`src/rtl/rar_pkg.sv`:
```
package rar_pkg;
    localparam int OPERAND_WIDTH_DEF = 16;
    typedef enum logic [1:0] {
        MODE_ADD = 2'd0,
        MODE_SUB = 2'd1,
        MODE_MUL = 2'd2,
        MODE_DIV = 2'd3
    } mode_t;
endpackage

```
`src/rtl/rar_divider.sv`:
```
module rar_divider #(
    parameter int W = 34
) (
    input  logic                aclk,
    input  logic                aresetn,
    input  logic                start,
    input  logic signed [W-1:0] dividend,
    input  logic signed [W-1:0] divisor,
    output logic                done,
    output logic signed [W-1:0] quotient,
    output logic signed [W-1:0] remainder
);
    import rar_pkg::*;

    localparam int CW = $clog2(W + 1);

    // restoring divide on magnitudes, one bit per cycle; truncating signs
    logic [W-1:0]  mag_n_reg, quo_reg;
    logic [W-1:0]  mag_d_reg;
    logic [W:0]    rem_reg;
    logic [CW-1:0] cnt_reg;
    logic          busy_reg, neg_q_reg, neg_r_reg, done_reg;
    logic [W:0]    shifted;
    logic [W:0]    diff;

    always_comb begin
        shifted = {rem_reg[W-1:0], mag_n_reg[W-1]};
        diff    = shifted - {1'b0, mag_d_reg};
    end

    always_ff @(posedge aclk) begin
        if (!aresetn) begin
            busy_reg <= 1'b0;
            done_reg <= 1'b0;
            cnt_reg  <= '0;
        end else begin
            done_reg <= 1'b0;
            if (start) begin
                busy_reg  <= 1'b1;
                cnt_reg   <= CW'(W);
                mag_n_reg <= dividend[W-1] ? W'(-dividend) : dividend;
                mag_d_reg <= divisor[W-1] ? W'(-divisor) : divisor;
                neg_q_reg <= dividend[W-1] ^ divisor[W-1];
                neg_r_reg <= dividend[W-1];
                rem_reg   <= '0;
                quo_reg   <= '0;
            end else if (busy_reg) begin
                mag_n_reg <= {mag_n_reg[W-2:0], 1'b0};
                if (!diff[W]) begin
                    rem_reg <= diff;
                    quo_reg <= {quo_reg[W-2:0], 1'b1};
                end else begin
                    rem_reg <= shifted;
                    quo_reg <= {quo_reg[W-2:0], 1'b0};
                end
                cnt_reg <= cnt_reg - 1'b1;
                if (cnt_reg == CW'(1)) begin
                    busy_reg <= 1'b0;
                    done_reg <= 1'b1;
                end
            end
        end
    end

    assign done      = done_reg;
    assign quotient  = neg_q_reg ? W'(-quo_reg) : quo_reg;
    assign remainder = neg_r_reg ? W'(-rem_reg[W-1:0]) : rem_reg[W-1:0];
endmodule

```
`src/rtl/rational_arith_reduce.sv`:
```
// rational_arith_reduce: a_num/a_den (op) b_num/b_den, reduced by a gcd.
// Input channel s_valid/s_ready carries s_mode and four signed operands;
// result channel m_valid/m_ready carries m_res_num, m_res_den and
// m_zero_den_error. One item is in flight at a time: s_ready is low from
// acceptance until the result has been taken.
// Steps: S_MUL forms the products, S_SUM the numerator and denominator,
// then Euclid's remainder loop and two final divisions, all on one shared
// bit-serial divider of 2*W+2 bits. With W=16 that is 3 to roughly 48
// divisions per item. A zero denominator skips the divider and S_SUM
// sets zeros and the error flag in the output registers.
// Reset (aresetn low, synchronous) drops any item in flight and leaves the
// block idle and ready. When m_ready is low the result is held in its
// output registers and no new item is accepted until it is taken.
module rational_arith_reduce #(
    parameter int OPERAND_WIDTH = rar_pkg::OPERAND_WIDTH_DEF
) (
    input  logic                         aclk,
    input  logic                         aresetn,
    input  logic                         s_valid,
    output logic                         s_ready,
    input  logic [1:0]                   s_mode,
    input  logic signed [OPERAND_WIDTH-1:0] s_a_num,
    input  logic signed [OPERAND_WIDTH-1:0] s_a_den,
    input  logic signed [OPERAND_WIDTH-1:0] s_b_num,
    input  logic signed [OPERAND_WIDTH-1:0] s_b_den,
    output logic                         m_valid,
    input  logic                         m_ready,
    output logic signed [2*OPERAND_WIDTH:0]   m_res_num,
    output logic signed [2*OPERAND_WIDTH-1:0] m_res_den,
    output logic                         m_zero_den_error
);
    import rar_pkg::*;

    localparam int PW = 2 * OPERAND_WIDTH;
    localparam int DW = PW + 2;

    typedef enum logic [2:0] {
        S_IDLE, S_MUL, S_SUM, S_EUC, S_DIVN, S_DIVD, S_OUT
    } state_t;

    state_t state_reg;
    mode_t  mode_reg;
    logic signed [OPERAND_WIDTH-1:0] an_reg, ad_reg, bn_reg, bd_reg;
    logic signed [PW-1:0] p1_reg, p2_reg, p3_reg;
    logic signed [DW-1:0] n_reg, d_reg, x_reg, y_reg;
    logic signed [DW-1:0] dv_a, dv_b, quo, rem;
    logic dv_start, dv_done;
    logic valid_reg, err_reg;
    logic signed [PW:0]   res_n_reg;
    logic signed [PW-1:0] res_d_reg;

    rar_divider #(.W(DW)) u_div (
        .aclk(aclk), .aresetn(aresetn), .start(dv_start),
        .dividend(dv_a), .divisor(dv_b), .done(dv_done),
        .quotient(quo), .remainder(rem)
    );

    always_comb begin
        dv_start = 1'b0;
        dv_a     = x_reg;
        dv_b     = y_reg;
        unique case (state_reg)
            S_SUM: dv_start = (d_reg != '0);
            S_EUC: begin
                if (dv_done && rem != '0) dv_start = 1'b1;
                if (dv_done) begin
                    dv_a = y_reg;
                    dv_b = rem;
                end
                if (dv_done && rem == '0) begin
                    dv_start = 1'b1;
                    dv_a = n_reg;
                    dv_b = y_reg;
                end
            end
            S_DIVN: begin
                dv_start = dv_done;
                dv_a     = d_reg;
                dv_b     = x_reg;
            end
            default: ;
        endcase
    end

    always_ff @(posedge aclk) begin
        if (!aresetn) begin
            state_reg <= S_IDLE;
            valid_reg <= 1'b0;
        end else begin
            unique case (state_reg)
                S_IDLE: if (s_valid) begin
                    mode_reg  <= mode_t'(s_mode);
                    an_reg    <= s_a_num;
                    ad_reg    <= s_a_den;
                    bn_reg    <= s_b_num;
                    bd_reg    <= s_b_den;
                    state_reg <= S_MUL;
                end
                S_MUL: begin
                    // operands sign-extended first so the products are exact
                    p1_reg <= PW'(an_reg) * PW'(bd_reg);
                    p2_reg <= (mode_reg == MODE_MUL) ? PW'(an_reg) * PW'(bn_reg)
                                                     : PW'(ad_reg) * PW'(bn_reg);
                    p3_reg <= (mode_reg == MODE_DIV) ? PW'(ad_reg) * PW'(bn_reg)
                                                     : PW'(ad_reg) * PW'(bd_reg);
                    state_reg <= S_SUM;
                    d_reg <= '0;
                end
                S_SUM: begin
                    // d computed below; first pass loads n/d, second starts
                    unique case (mode_reg)
                        MODE_ADD: n_reg <= DW'(p1_reg) + DW'(p2_reg);
                        MODE_SUB: n_reg <= DW'(p1_reg) - DW'(p2_reg);
                        MODE_MUL: n_reg <= DW'(p2_reg);
                        default:  n_reg <= DW'(p1_reg);
                    endcase
                    d_reg <= DW'(p3_reg);
                    x_reg <= (mode_reg == MODE_ADD) ? DW'(p1_reg) + DW'(p2_reg) :
                             (mode_reg == MODE_SUB) ? DW'(p1_reg) - DW'(p2_reg) :
                             (mode_reg == MODE_MUL) ? DW'(p2_reg) : DW'(p1_reg);
                    y_reg <= DW'(p3_reg);
                    if (d_reg != '0) state_reg <= S_EUC;
                    else if (p3_reg == '0) begin
                        err_reg   <= 1'b1;
                        res_n_reg <= '0;
                        res_d_reg <= '0;
                        valid_reg <= 1'b1;
                        state_reg <= S_OUT;
                    end
                end
                S_EUC: if (dv_done) begin
                    if (rem != '0) begin
                        x_reg <= y_reg;
                        y_reg <= rem;
                    end else begin
                        x_reg     <= y_reg;
                        state_reg <= S_DIVN;
                    end
                end
                S_DIVN: if (dv_done) begin
                    res_n_reg <= quo[PW:0];
                    state_reg <= S_DIVD;
                end
                S_DIVD: if (dv_done) begin
                    res_d_reg <= quo[PW-1:0];
                    err_reg   <= 1'b0;
                    valid_reg <= 1'b1;
                    state_reg <= S_OUT;
                end
                S_OUT: if (m_ready) begin
                    valid_reg <= 1'b0;
                    state_reg <= S_IDLE;
                end
                default: state_reg <= S_IDLE;
            endcase
        end
    end

    assign s_ready          = (state_reg == S_IDLE);
    assign m_valid          = valid_reg;
    assign m_res_num        = res_n_reg;
    assign m_res_den        = res_d_reg;
    assign m_zero_den_error = err_reg;

`ifndef SYNTHESIS
    a_no_overlap: assert property (@(posedge aclk) disable iff (!aresetn)
        !(s_ready && m_valid)) else $error("input ready while result pending");
    a_hold: assert property (@(posedge aclk) disable iff (!aresetn)
        m_valid && !m_ready |=> m_valid && $stable(m_res_num))
        else $error("result dropped under stall");
    a_err_zero: assert property (@(posedge aclk) disable iff (!aresetn)
        m_valid && m_zero_den_error |-> m_res_num == '0 && m_res_den == '0)
        else $error("error item carries nonzero fields");
`endif
endmodule
```
`config.mk`:
```
export PLATFORM = sky130hd
export DESIGN_NAME = rational_arith_reduce
export DESIGN_NICKNAME = d
export VERILOG_FILES = /design/src/rtl/rar_pkg.sv /design/src/rtl/rar_divider.sv /design/src/rtl/rational_arith_reduce.sv
export SDC_FILE = /design/constraint.sdc
export NUM_CORES = 2
export LEC_CHECK = 0
export ABC_AREA = 1
export BUFFER_PORTS_ARGS = -buffer_cell sky130_fd_sc_hd__buf_2
export CORE_MARGIN = 10
export CORE_UTILIZATION = 55
export DETAILED_ROUTE_END_ITERATION = 10
export HOLD_SLACK_MARGIN = 0.12
export PLACE_DENSITY = 0.76
export SYNTH_ARGS = -nofsm -noshare
export SYNTH_HDL_FRONTEND = slang
export SYNTH_SLANG_ARGS = --single-unit
```
`constraint.sdc`:
```
create_clock -name aclk -period 17.4 [get_ports aclk]
set_clock_uncertainty 0.05 [all_clocks]
set_input_delay 2.61 -clock aclk [delete_from_list [all_inputs] [get_ports aclk]]
set_output_delay 2.61 -clock aclk [all_outputs]
set_load 0.02 [all_outputs]
```
==> results.md <==
* CP peak stage delay at between 500 and 600 ps
* Longest Clk Path Bufs at 3
* Post-DP HPWL at between 150000 and 200000 µm
* Post-CTS resize count at 0
* Initial Util at a little under three fifths
* First-pass GRT wire length at approximately 330000 µm
* RSZ-0062 raised after global routing: false
* Commonest non-fill, non-tap cell in the layout: inv_1
* Layout cell share with drive strength beyond 1 at between 5 and 6%
* Max frequency at roughly 130 MHz
* Critical path buffers and inverters at 4
* Via density at between 5 and 6
* Total GRT Usage at 28.79%
* CTS Root Cell: clkbuf_16
* Number of CTS-inserted buffers at between 60 and 70
* Die ar. at about 0.14 mm²
* Core Box Area at roughly 0.13 mm²
* Placed Area at between 0.07 and 0.08 mm²
* Die extent in y at 378.8 µm
* Sequential cell area fraction in the yosys report at a little over a fifth
* Antenna violations before repair at 3
* Final RePlAce weighted congestion at around 0.97
* TritonCTS clock tree: built
* Post-CTS Setup Inserts at 0
* CTS clock-pin slew for the worst setup and hold paths at about 60 ps
* Crit Path Class: register to register
* Critical path required time at between 15000 and 20000 ps
* Most frequent cells in the layout: 2177 x inv_1, 2046 x nand2_1, 1051 x fa_1
* PortBufs at between 100 and 150
* Post-route ant nets at 0
* #FFs+latches synth at 510
* Critical Path Sink Type: register
* # clock sinks at just over 500
* Synthesized Nets at approximately 10000
* Vias at 57937
* Slew headroom at roughly a quarter
* Worst Max-Slew Pin Slew at around 1100 ps
* DRT Pass-1 Iters at 6
* Sum Neg Setup Slack at 0 ps
* Most used cell, CP: fa_1
* Final core utilization at 58.78%
* Cells after synthesis at around 9000
* YS warnings at 0
* Slowest-stage cell, CP: o21ai_0
* Final Hold Viols at 0
* Grt ovf at 0
* Routed WL at about 200000 µm
* Worst EP arrival at slightly below 8000 ps
* Post-CTS Hold Buffers at 0
* Non-Filler Instances at between 10000 and 15000
* DRC errors left at 0
* Nets at 10255
* Synth-to-Final Area Change at 6.009%
* HP Class: register to register
* Routed len/inst at approximately 20 µm
* Clk Latency, worst-skew pair at a little over 700 ps
* Mapped Avg Cell Area at 8.091 µm²
* Die width at between 300 and 400 µm
* Final Cell Area at 0.07505 mm²
* # placed instances at between 10000 and 15000
* Post-synth EDFFs at between 400 and 500
* Yosys cell types at about 60
* Setup-failing EPs final at 0
* Io pins at approximately 140
* Final min period at ~7500 ps
* 1st-iter DRT viols at 5756
* Cell chain of the critical path: buf_4 -> nand2_1 -> inv_1 -> fa_1 -> fa_1 -> ha_1 -> fa_1 -> inv_1 -> fa_1 -> fa_1 -> inv_1 -> ha_1 -> nand2_1 -> o21ai_0 -> a31oi_1 -> o21ai_0 -> a21oi_1 -> o21bai_1 -> a21boi_0 -> o21ai_0 -> a21oi_1 -> xor2_1 -> o21ai_0
* Final period util at between 40% and 50%
* Cell area after synthesis at 0.07080 mm²
* Status: finished, final reports clean
* Vias in the first global route at 59947
* Largest net degree at the start of global routing at between 70 and 80
* Max Transition Viols Final at 0
* Worst Setup Start Kind: register
* Ys async rst share at 0%
* CP max FO at 32
* Max_cap viols at 0
* Main flop type after synthesis: edfxtp_1
* CP top delay family: adder cells
* Number of diodes at 0
* CTS H-tree depth at 2
* Row cnt at between 100 and 150
## tightest hold or removal path, cell delays in order, from the launching register on
cell and delay, ps:
dfxtp_1 330, nand2_1 70, a21oi_1 50
## kinds of logic (layout without fill, tap and decap cells)
family | Yosys count | after routing | share of synthesized area, %
AO/OA/AOI/OAI | 1008 | 1008 | 7.937
XOR/XNOR | 202 | 202 | 2.499
adder cells (fa/ha/maj) | 1483 | 1483 | 37.35
buffers and inverters | 2547 | 2550 | 13.60
flip-flops | 510 | 510 | 21.46
multiplexers | 2 | 2 | 0.02828
AND/OR/NAND/NOR | 2998 | 2998 | 17.12
## through the flow
| step | worst slack, ps | hold WS [ps] |
|---|---|---|
| floorplan | 8824 | 406.9 |
| detailed placement | 9908 | 423.7 |
| global route | 9368 | 467.0 |
| finish | 9850 | 443.1 |
| CTS | 9898 | 433.1 |
| global placement | 10000 | 422.0 |
## path summary, 6_finish.rpt
kind	from	end	slack, ps	cells past startpoint
worst max-delay path	ad_reg[5]$_DFFE_PP_	p2_reg[25]$_DFFE_PP_	9850	23
worst min-delay path	state_reg[0]$_SDFFE_PN0P_	state_reg[0]$_SDFFE_PN0P_	440	2
worst max register to register	ad_reg[5]$_DFFE_PP_	p2_reg[25]$_DFFE_PP_	9850	23
worst min register to register	state_reg[0]$_SDFFE_PN0P_	state_reg[0]$_SDFFE_PN0P_	440	2
## Yosys cell counts (all sizes together), types with 2 or more instances
cell / n / area [µm²]
a211oi: 25 / 187.7
a21boi: 18 / 135.1
a21o: 10 / 75.07
a21oi: 362 / 1831
a221oi: 7 / 61.31
a22oi: 8 / 60.06
a31oi: 14 / 87.58
a32o: 17 / 170.2
and3: 5 / 31.28
buf: 43 / 226.5
clkbuf: 305 / 1145
clkinv: 2 / 7.510
dfxtp: 12 / 240.2
edfxtp: 498 / 14950
fa: 1051 / 21040
ha: 432 / 5405
inv: 2197 / 8247
mux2i: 2 / 20.02
nand2: 2058 / 7775
nand3: 256 / 1291
nand3b: 13 / 97.59
nand4: 56 / 350.3
nor2: 530 / 2108
nor3: 31 / 155.2
nor3b: 4 / 30.03
nor4: 25 / 156.4
o2111ai: 9 / 78.83
o211ai: 21 / 157.7
o21a: 11 / 82.58
o21ai: 460 / 2343
o21bai: 19 / 142.6
o221a: 2 / 22.52
o221ai: 3 / 26.28
o22ai: 10 / 62.56
o31ai: 8 / 60.06
or2: 16 / 100.1
xnor2: 75 / 656.9
xor2: 127 / 1112
## cell type report
cell class                      instances  area [µm²]
Clock inverter                         50       457.9
Timing Repair Buffer                  237        1436
Sequential cell                       510       15200
Clock buffer                           64        1538
Fill cell                           11200       52630
Multi-Input combinational cell       5693       46090
Inverter                             2199        8254
Tap cell                             1662        2079
## layer usage
metal	wire, µm	global-route usage (%)
met1	80370	37.20
met2	95160	47.41
met3	18960	4.817
met4	10900	13.21
met5	66	0
Power is not shown: default switching activity piles up to over one toggle a cycle in this logic, so the estimate is an artifact.
